File: config.mk
export PLATFORM = sky130hd
export DESIGN_NAME = kahn_topological_sort
export DESIGN_NICKNAME = d
export VERILOG_FILES = /design/src/hw/rtl/kts_pkg.sv /design/src/hw/rtl/kahn_topological_sort.sv
export SDC_FILE = /design/constraint.sdc
export NUM_CORES = 2
export LEC_CHECK = 0
export ABC_CLOCK_PERIOD_IN_PS = 4100
export BUFFER_PORTS_ARGS = -buffer_cell sky130_fd_sc_hd__buf_4
export CAP_MARGIN = 15
export CORE_MARGIN = 2
export CORE_UTILIZATION = 40
export DETAILED_ROUTE_END_ITERATION = 10
export HOLD_SLACK_MARGIN = 0.12
export PLACE_DENSITY = 0.56
export SLEW_MARGIN = 30
export SYNTH_ARGS = -nofsm -noshare
export SYNTH_HDL_FRONTEND = slang
export SYNTH_MEMORY_MAX_BITS = 65536
export SYNTH_SLANG_ARGS = --single-unit
File: constraint.sdc
create_clock -name clk_i -period 4.1 [get_ports clk_i]
set_clock_uncertainty 0.15 [all_clocks]
set_input_delay 0.82 -clock clk_i [delete_from_list [all_inputs] [get_ports clk_i]]
set_output_delay 0.82 -clock clk_i [all_outputs]
set_load 0.005 [all_outputs]
File: src/hw/rtl/kts_pkg.sv
package kts_pkg;

  localparam int unsigned MaxVertices = 32;
  localparam int unsigned MaxEdges    = 256;
  localparam int unsigned VtxW        = 5;
  localparam int unsigned CntW        = 6;
  localparam int unsigned EdgeW       = 8;
  localparam int unsigned LinkW       = 9;
  localparam int unsigned DegW        = 9;

  localparam logic [LinkW-1:0] NullLink = 9'd256;

  typedef enum logic [1:0] {
    OpAddEdge = 2'd0,
    OpSort    = 2'd1,
    OpClear   = 2'd2,
    OpNone    = 2'd3
  } op_e;

  typedef enum logic [3:0] {
    StIdle,
    StAddWr,
    StClrHead,
    StZeroDeg,
    StCntHead,
    StHeadLoad,
    StEdgeRd,
    StEdgeDeg,
    StEdgeUpd,
    StSeed,
    StSeedChk,
    StPop,
    StPopOut,
    StEnd
  } state_e;

endpackage

File: src/hw/rtl/kahn_topological_sort.sv
// Each beat with start high and busy low is one command. A dropped add edge or
// the unused code keeps busy low; a stored add edge holds busy while it writes
// the edge, and a clear holds it while it sweeps the list heads. A sort with a
// vertex count of zero goes straight to the end marker; otherwise it zeroes the
// degrees, walks each vertex's edge list to count the in-degrees, seeds the
// queue with the vertices of degree zero, then pops and emits each queued
// vertex while it walks that vertex's edges, and finishes with the end marker.
// Results come with strobe_o high for one cycle each and the receiver cannot
// stall them; the end marker comes in the last busy cycle. After reset busy
// stays high while the list heads are cleared.
module kahn_topological_sort (
  input  logic       clk_i,
  input  logic       rst_ni,
  input  logic       start,
  output logic       busy,
  input  logic       cfg_we_i,
  input  logic [5:0] cfg_wdata_i,
  input  logic [1:0] operation_i,
  input  logic [4:0] src_vertex_i,
  input  logic [4:0] dst_vertex_i,
  output logic       strobe_o,
  output logic       kind_o,
  output logic [4:0] vertex_o,
  output logic       has_cycle_o,
  output logic       edges_dropped_o,
  output logic       last_o
);

  kts_pkg::state_e state_q, state_d;

  logic [kts_pkg::LinkW-1:0] head_mem [kts_pkg::MaxVertices];
  logic [kts_pkg::VtxW-1:0]  tgt_mem  [kts_pkg::MaxEdges];
  logic [kts_pkg::LinkW-1:0] link_mem [kts_pkg::MaxEdges];
  logic [kts_pkg::DegW-1:0]  deg_mem  [kts_pkg::MaxVertices];
  logic [kts_pkg::VtxW-1:0]  que_mem  [kts_pkg::MaxVertices];

  logic [kts_pkg::CntW-1:0]  vcount_q;
  logic [kts_pkg::LinkW-1:0] etotal_q, etotal_d;
  logic                      drop_q, drop_d;
  logic [kts_pkg::CntW-1:0]  idx_q, idx_d;
  logic [kts_pkg::LinkW-1:0] eptr_q, eptr_d;
  logic [kts_pkg::CntW-1:0]  rpos_q, rpos_d, wpos_q, wpos_d;
  logic [kts_pkg::CntW-1:0]  emit_q, emit_d;
  logic                      mode_q, mode_d;
  logic [kts_pkg::VtxW-1:0]  src_q, dst_q;

  logic [kts_pkg::LinkW-1:0] head_rd_q;
  logic [kts_pkg::VtxW-1:0]  tgt_rd_q;
  logic [kts_pkg::LinkW-1:0] link_rd_q;
  logic [kts_pkg::DegW-1:0]  deg_rd_q;
  logic [kts_pkg::VtxW-1:0]  que_rd_q;

  logic                      head_we;
  logic [kts_pkg::VtxW-1:0]  head_wa, head_ra;
  logic [kts_pkg::LinkW-1:0] head_wd;
  logic                      edge_we;
  logic [kts_pkg::EdgeW-1:0] edge_a;
  logic                      deg_we;
  logic [kts_pkg::VtxW-1:0]  deg_wa, deg_ra;
  logic [kts_pkg::DegW-1:0]  deg_wd;
  logic                      que_we;
  logic [kts_pkg::VtxW-1:0]  que_wa, que_ra;
  logic [kts_pkg::VtxW-1:0]  que_wd;

  logic [kts_pkg::CntW-1:0] n_eff;
  logic [kts_pkg::CntW-1:0] n_last;
  logic                     accept;
  logic                     bad_edge;
  logic                     tgt_in;
  logic                     list_end;

  assign n_eff  = (vcount_q > kts_pkg::CntW'(kts_pkg::MaxVertices))
                ? kts_pkg::CntW'(kts_pkg::MaxVertices) : vcount_q;
  assign n_last = n_eff - kts_pkg::CntW'(1);
  assign busy   = (state_q != kts_pkg::StIdle);
  assign accept = start && !busy;
  assign bad_edge = ({1'b0, src_vertex_i} >= n_eff) || ({1'b0, dst_vertex_i} >= n_eff) ||
                    (etotal_q >= kts_pkg::LinkW'(kts_pkg::MaxEdges));
  assign tgt_in   = ({1'b0, tgt_rd_q} < n_eff);
  assign list_end = (eptr_q == kts_pkg::NullLink);

  always_ff @(posedge clk_i) begin
    if (head_we) head_mem[head_wa] <= head_wd;
    head_rd_q <= head_mem[head_ra];
    if (edge_we) begin
      tgt_mem[edge_a]  <= dst_q;
      link_mem[edge_a] <= head_rd_q;
    end
    tgt_rd_q  <= tgt_mem[edge_a];
    link_rd_q <= link_mem[edge_a];
    if (deg_we) deg_mem[deg_wa] <= deg_wd;
    deg_rd_q <= deg_mem[deg_ra];
    if (que_we) que_mem[que_wa] <= que_wd;
    que_rd_q <= que_mem[que_ra];
  end

  always_comb begin
    state_d = state_q;
    unique case (state_q)
      kts_pkg::StIdle: begin
        if (accept) begin
          unique case (kts_pkg::op_e'(operation_i))
            kts_pkg::OpAddEdge: state_d = bad_edge ? kts_pkg::StIdle : kts_pkg::StAddWr;
            kts_pkg::OpSort:    state_d = (n_eff == '0) ? kts_pkg::StEnd
                                                        : kts_pkg::StZeroDeg;
            kts_pkg::OpClear:   state_d = kts_pkg::StClrHead;
            kts_pkg::OpNone:    state_d = kts_pkg::StIdle;
          endcase
        end
      end
      kts_pkg::StAddWr: state_d = kts_pkg::StIdle;
      kts_pkg::StClrHead:
        if (idx_q == kts_pkg::CntW'(kts_pkg::MaxVertices - 1)) state_d = kts_pkg::StIdle;
      kts_pkg::StZeroDeg:
        if (idx_q == n_last) state_d = kts_pkg::StCntHead;
      kts_pkg::StCntHead: state_d = kts_pkg::StHeadLoad;
      kts_pkg::StHeadLoad: state_d = kts_pkg::StEdgeRd;
      kts_pkg::StEdgeRd: begin
        if (!list_end) state_d = kts_pkg::StEdgeDeg;
        else if (mode_q) state_d = kts_pkg::StPop;
        else state_d = (idx_q == n_last) ? kts_pkg::StSeed : kts_pkg::StCntHead;
      end
      kts_pkg::StEdgeDeg: state_d = kts_pkg::StEdgeUpd;
      kts_pkg::StEdgeUpd: state_d = kts_pkg::StEdgeRd;
      kts_pkg::StSeed: state_d = kts_pkg::StSeedChk;
      kts_pkg::StSeedChk: state_d = (idx_q == n_last) ? kts_pkg::StPop : kts_pkg::StSeed;
      kts_pkg::StPop: state_d = (rpos_q < wpos_q) ? kts_pkg::StPopOut : kts_pkg::StEnd;
      kts_pkg::StPopOut: state_d = kts_pkg::StHeadLoad;
      kts_pkg::StEnd: state_d = kts_pkg::StIdle;
      default: state_d = kts_pkg::StIdle;
    endcase
  end

  always_comb begin
    idx_d    = idx_q;
    eptr_d   = eptr_q;
    rpos_d   = rpos_q;
    wpos_d   = wpos_q;
    emit_d   = emit_q;
    mode_d   = mode_q;
    etotal_d = etotal_q;
    drop_d   = drop_q;
    head_we  = 1'b0;
    head_wa  = idx_q[kts_pkg::VtxW-1:0];
    head_wd  = kts_pkg::NullLink;
    head_ra  = idx_q[kts_pkg::VtxW-1:0];
    edge_we  = 1'b0;
    edge_a   = eptr_q[kts_pkg::EdgeW-1:0];
    deg_we   = 1'b0;
    deg_wa   = tgt_rd_q;
    deg_wd   = '0;
    deg_ra   = tgt_rd_q;
    que_we   = 1'b0;
    que_wa   = wpos_q[kts_pkg::VtxW-1:0];
    que_wd   = tgt_rd_q;
    que_ra   = rpos_q[kts_pkg::VtxW-1:0];
    strobe_o        = 1'b0;
    kind_o          = 1'b0;
    vertex_o        = '0;
    has_cycle_o     = 1'b0;
    edges_dropped_o = 1'b0;
    last_o          = 1'b0;
    unique case (state_q)
      kts_pkg::StIdle: begin
        idx_d   = '0;
        head_ra = src_vertex_i;
        if (accept) begin
          unique case (kts_pkg::op_e'(operation_i))
            kts_pkg::OpAddEdge: if (bad_edge) drop_d = 1'b1;
            kts_pkg::OpSort: begin
              rpos_d = '0;
              wpos_d = '0;
              emit_d = '0;
              mode_d = 1'b0;
            end
            kts_pkg::OpClear: begin
              etotal_d = '0;
              drop_d   = 1'b0;
            end
            kts_pkg::OpNone: ;
          endcase
        end
      end
      kts_pkg::StAddWr: begin
        edge_we  = 1'b1;
        edge_a   = etotal_q[kts_pkg::EdgeW-1:0];
        head_we  = 1'b1;
        head_wa  = src_q;
        head_wd  = etotal_q;
        etotal_d = etotal_q + kts_pkg::LinkW'(1);
      end
      kts_pkg::StClrHead: begin
        head_we = 1'b1;
        idx_d   = idx_q + kts_pkg::CntW'(1);
      end
      kts_pkg::StZeroDeg: begin
        deg_we = 1'b1;
        deg_wa = idx_q[kts_pkg::VtxW-1:0];
        idx_d  = (idx_q == n_last) ? '0 : idx_q + kts_pkg::CntW'(1);
      end
      kts_pkg::StCntHead: ;
      kts_pkg::StHeadLoad: eptr_d = head_rd_q;
      kts_pkg::StEdgeRd: begin
        if (list_end && !mode_q) begin
          idx_d = (idx_q == n_last) ? '0 : idx_q + kts_pkg::CntW'(1);
        end
      end
      kts_pkg::StEdgeDeg: ;
      kts_pkg::StEdgeUpd: begin
        eptr_d = link_rd_q;
        if (tgt_in) begin
          if (!mode_q) begin
            deg_we = 1'b1;
            deg_wd = deg_rd_q + kts_pkg::DegW'(1);
          end else if (deg_rd_q != '0) begin
            deg_we = 1'b1;
            deg_wd = deg_rd_q - kts_pkg::DegW'(1);
            if (deg_rd_q == kts_pkg::DegW'(1) &&
                wpos_q < kts_pkg::CntW'(kts_pkg::MaxVertices)) begin
              que_we = 1'b1;
              wpos_d = wpos_q + kts_pkg::CntW'(1);
            end
          end
        end
      end
      kts_pkg::StSeed: deg_ra = idx_q[kts_pkg::VtxW-1:0];
      kts_pkg::StSeedChk: begin
        if (deg_rd_q == '0) begin
          que_we = 1'b1;
          que_wd = idx_q[kts_pkg::VtxW-1:0];
          wpos_d = wpos_q + kts_pkg::CntW'(1);
        end
        if (idx_q == n_last) mode_d = 1'b1;
        else idx_d = idx_q + kts_pkg::CntW'(1);
      end
      kts_pkg::StPop: ;
      kts_pkg::StPopOut: begin
        strobe_o = 1'b1;
        vertex_o = que_rd_q;
        head_ra  = que_rd_q;
        rpos_d   = rpos_q + kts_pkg::CntW'(1);
        emit_d   = emit_q + kts_pkg::CntW'(1);
      end
      kts_pkg::StEnd: begin
        strobe_o        = 1'b1;
        kind_o          = 1'b1;
        has_cycle_o     = (emit_q != n_eff);
        edges_dropped_o = drop_q;
        last_o          = 1'b1;
      end
      default: ;
    endcase
  end

  always_ff @(posedge clk_i or negedge rst_ni) begin
    if (!rst_ni) begin
      state_q  <= kts_pkg::StClrHead;
      vcount_q <= kts_pkg::CntW'(kts_pkg::MaxVertices);
      etotal_q <= '0;
      drop_q   <= 1'b0;
      idx_q    <= '0;
      eptr_q   <= '0;
      rpos_q   <= '0;
      wpos_q   <= '0;
      emit_q   <= '0;
      mode_q   <= 1'b0;
      src_q    <= '0;
      dst_q    <= '0;
    end else begin
      state_q  <= state_d;
      etotal_q <= etotal_d;
      drop_q   <= drop_d;
      idx_q    <= idx_d;
      eptr_q   <= eptr_d;
      rpos_q   <= rpos_d;
      wpos_q   <= wpos_d;
      emit_q   <= emit_d;
      mode_q   <= mode_d;
      if (cfg_we_i) vcount_q <= cfg_wdata_i;
      if (accept) begin
        src_q <= src_vertex_i;
        dst_q <= dst_vertex_i;
      end
    end
  end

endmodule

==> run_results.csv <==
group,metric,value,unit
floorplan,fp.dieH,662.9,um
floorplan,ios,33,
status,run_status,"complete, but fails checks",
flow_run,maxCapViolations,0,
setup_path,worstRegToRegCells,13,
synthesis,synth_flop_cell,"edfxtp_1",
timing,worst_slack,-0.2988,ns
synthesis,synthTopCellsByCount,"edfxtp_1, nand2_1, nand3_1",
power_and_ir_drop,netSwitchingFraction,32.24,%
floorplan,fp.dieArea,439400,sq um
synthesis,avgSynthCellArea,15.53,sq um
floorplan,start_util,40.24,%
timing,max_slew_margin,34.12,%
synthesis,synth.distinct_cells,87,
grt,grt_pass1_vias,107300,
grt,grt_pass1_wl,871200,um
final_layout,finalNetCount,12720,
synthesis,synth_warnings,0,
power_and_ir_drop,comb_power_share,25.6,%
place,dpl.hpwl,419500,um
drt,drc,0,
power_and_ir_drop,vdd_drop_max,0.5427,mV
synthesis,postSynthCellCount,11180,
power_and_ir_drop,p_total,131900,uW
setup_path,required,4.85,ns
status,violations,"setup timing",
min_path,hold_class,"input port to flop",
timing,fin_crit,4.399,ns
place,dp_cells,17760,
drt,via_per_inst,5.997,
synthesis,syn_area,173600,sq um
synthesis,synthMostInstantiatedCell,"edfxtp_1",
grt,grt_use_total,28.16,%
setup_path,start_kind,"flop",
final_layout,nFillCells,36020,
setup_path,worst-path-max-fanout,8,
grt,antenna_found_initial,45,
synthesis,synthTopCellsByArea,"edfxtp_1, mux4_2, nand2_1",
clock_tree,clockBufferDepth,4,
timing,hold_violations,0,
min_path,hold_depth,4,
setup_path,r2r-start,"state_q[3]",
drt,wl_per_cell,34.04,um
synthesis,async_flop_share,1.448,%
drt,first_iter_violations,17460,
final_layout,area_growth,22.31,%
power_and_ir_drop,p_sw,42520,uW
timing,setup_violations,8,
clock_tree,cts_sinks,4421,
place,globalplace.congestion,0.9809,
power_and_ir_drop,p_per_area,621.1,nW/um^2
clock_tree,clkTransAtPathRegs,0.06,ns
final_layout,layoutNonFillerInstCount,18760,
clock_tree,tritoncts,"yes",
grt,grt-ovfl-total,0,
power_and_ir_drop,pwr-share-seq,44.0,%
grt,grt_max_degree,138,
setup_path,worst_ep_arrival_time,5.15,ns
synthesis,yosysTopAreaCellShare,74.71,%
floorplan,coreArea,431500,sq um
timing,max_freq,227.3,MHz
setup_path,r2r_end,"link_rd_q[5]",
timing,worstMarginPinSlew,0.9868,ns
synthesis,synthesis.nets,11240,
min_path,hold_path.startpoint,"operation_i[1]",
setup_path,end_kind,"flop",
clock_tree,cts-htree-levels,5,
min_path,holdPathEnd,"etotal_q[2]",
final_layout,drive_gt1_share,23.26,%
clock_tree,worstSkewPairLatency,1.04,ns
drt,num_vias,112500,
clock_tree,root_buffer,"clkbuf_16",
power_and_ir_drop,leakagePower,0.07136,uW
synthesis,synth_edf_count,4320,
drt,drt_first_pass_iters,6,
place,io_buffers,32,
drt,wl,638500,um
timing,rsz0062_at_grt,"yes",
setup_path,crit_start,"state_q[3]",
floorplan,die_x,662.9,um
clock_tree,cts_made_buffers,450,
synthesis,ys_ff_latch,4421,
power_and_ir_drop,p_clk_share,30.5,%
floorplan,core.rowCount,241,
synthesis,ys_seq_area_share,76.06,%
setup_path,r2r_slack,-0.30,ns
synthesis,synth_largest_area_cell,"edfxtp_1",
setup_path,crit_type,"flop to flop",
timing,min_period_over_period,107.3,%
power_and_ir_drop,p_int,89390,uW
drt,drtAntennaViolNets,0,
timing,drv_slew,0,
[worst max-delay path: stages (launching register included)]
cell	delay, ns
dfrtp_1	0.41
nor4b_4	0.29
buf_6	0.15
buf_12	0.13
mux2_8	0.48
buf_6	0.17
buf_16	0.13
buf_12	0.12
nand2_4	0.04
a31oi_1	0.07
o211ai_1	0.77
nand4_1	0.73
nor4_4	0.48
nand4_1	0.15
[worst max path at each step]
stage                                 end  cells past startpoint
after CTS                    link_rd_q[5]                     14
after floorplan           link_mem[10][0]                     11
after detailed placement     link_rd_q[5]                     13
final                        link_rd_q[5]                     13
after global routing         link_rd_q[5]                     14
after global placement       link_rd_q[5]                     13
[per-layer routing]
layer	up-vias	wire [um]	track usage, %
li1	46070	-	-
met1	58140	241800	38.00
met2	7002	281500	42.18
met4	12	39810	14.79
met3	1278	75340	7.100
met5	-	99	0
[flip-flops by register name, indices dropped and copies added, names as in the netlist]
register	count
link_mem	2304
tgt_mem	1280
deg_mem	288
head_mem	288
que_mem	160
deg_rd_q	9
eptr_q	9
etotal_q	9
head_rd_q	9
link_rd_q	9
emit_q	6
idx_q	6
rpos_q	6
vcount_q	6
wpos_q	6
dst_q	5
que_rd_q	5
src_q	5
tgt_rd_q	5
state_q	4
drop_q	1
mode_q	1
[cells in the final DEF, fill, tap and decap left out, types with 106 or more instances in the layout]
cell and count:
edfxtp_1 4320, nand2_1 2391, buf_4 1200, nand3_1 858
nor2_1 470, clkbuf_16 470, mux4_2 415, buf_12 373
nand4_1 276, mux2i_1 181, a31oi_1 162, a32oi_1 144
a21oi_1 136, o21ai_0 109, clkinv_1 106
[kinds of logic (layout without fill, tap and decap cells)]
family                     after synthesis  count (layout)  share of synthesized area [%]
xor gates and xnor gates                35              35                         0.1765
buffers and inverters                  711            2559                          1.932
DFF                                   4421            4421                          76.06
muxes                                  649             650                          6.781
AOI/OAI and AO/OA                      962             962                          3.900
and+or+nand+nor                       4370            4370                          10.92
other                                    0              20                              0
adders and majority gates               33              33                         0.2363
[power groups by stage]
stage | Combinational (uW) | Clock [uW] | Sequential [uW]
global placement | 29900 | 0 | 59200
finish | 33700 | 40200 | 58000
global route | 34900 | 42200 | 58000
floorplan | 13100 | 0 | 60500
CTS | 32000 | 40500 | 58000
detailed placement | 30900 | 0 | 58900
[what timing repair did]
action / CTS / global route
hold buffers: 23 / 0
endpoints found under the hold margin: 79 / 0
pin swaps: 48 / 73
setup buffers: 67 / 64
gates resized for setup: 163 / 190
setup endpoints to repair: 32 / 165
cloned: 11 / 16
[stage by stage]
step | hold slack (ns) | utilization, % | cell area [sq um] | TNS (ns) | setup slack, ns
2_1_floorplan | 0.2596 | - | 173700 | -214.44 | -0.2170
3_3_place_gp | 0.3434 | 45.01 | 194200 | -6.180 | -1.048
3_5_place_dp | 0.3344 | 45.04 | 194300 | -5.678 | -1.035
4_1_cts | 0.1577 | 48.79 | 210500 | -0.4701 | -0.2131
5_1_grt | 0.2439 | 49.21 | 212400 | -0.8451 | -0.1932
6_report | 0.2231 | 49.22 | 212400 | -0.8532 | -0.2988
[final cells by class]
type | instances | area [sq um] | area share (%)
Clock inverter | 265 | 2526 | 1.189
Inverter | 20 | 75.07 | 0.03535
Timing Repair Buffer | 1726 | 19150 | 9.016
Antenna cell | 20 | 50.05 | 0.02356
Clock buffer | 548 | 11710 | 5.515
Multi-Input combinational cell | 6050 | 39620 | 18.65
Tap cell | 5710 | 7144 | 3.364
Sequential cell | 4421 | 132100 | 62.21
Power figures use the tool's default switching activity.
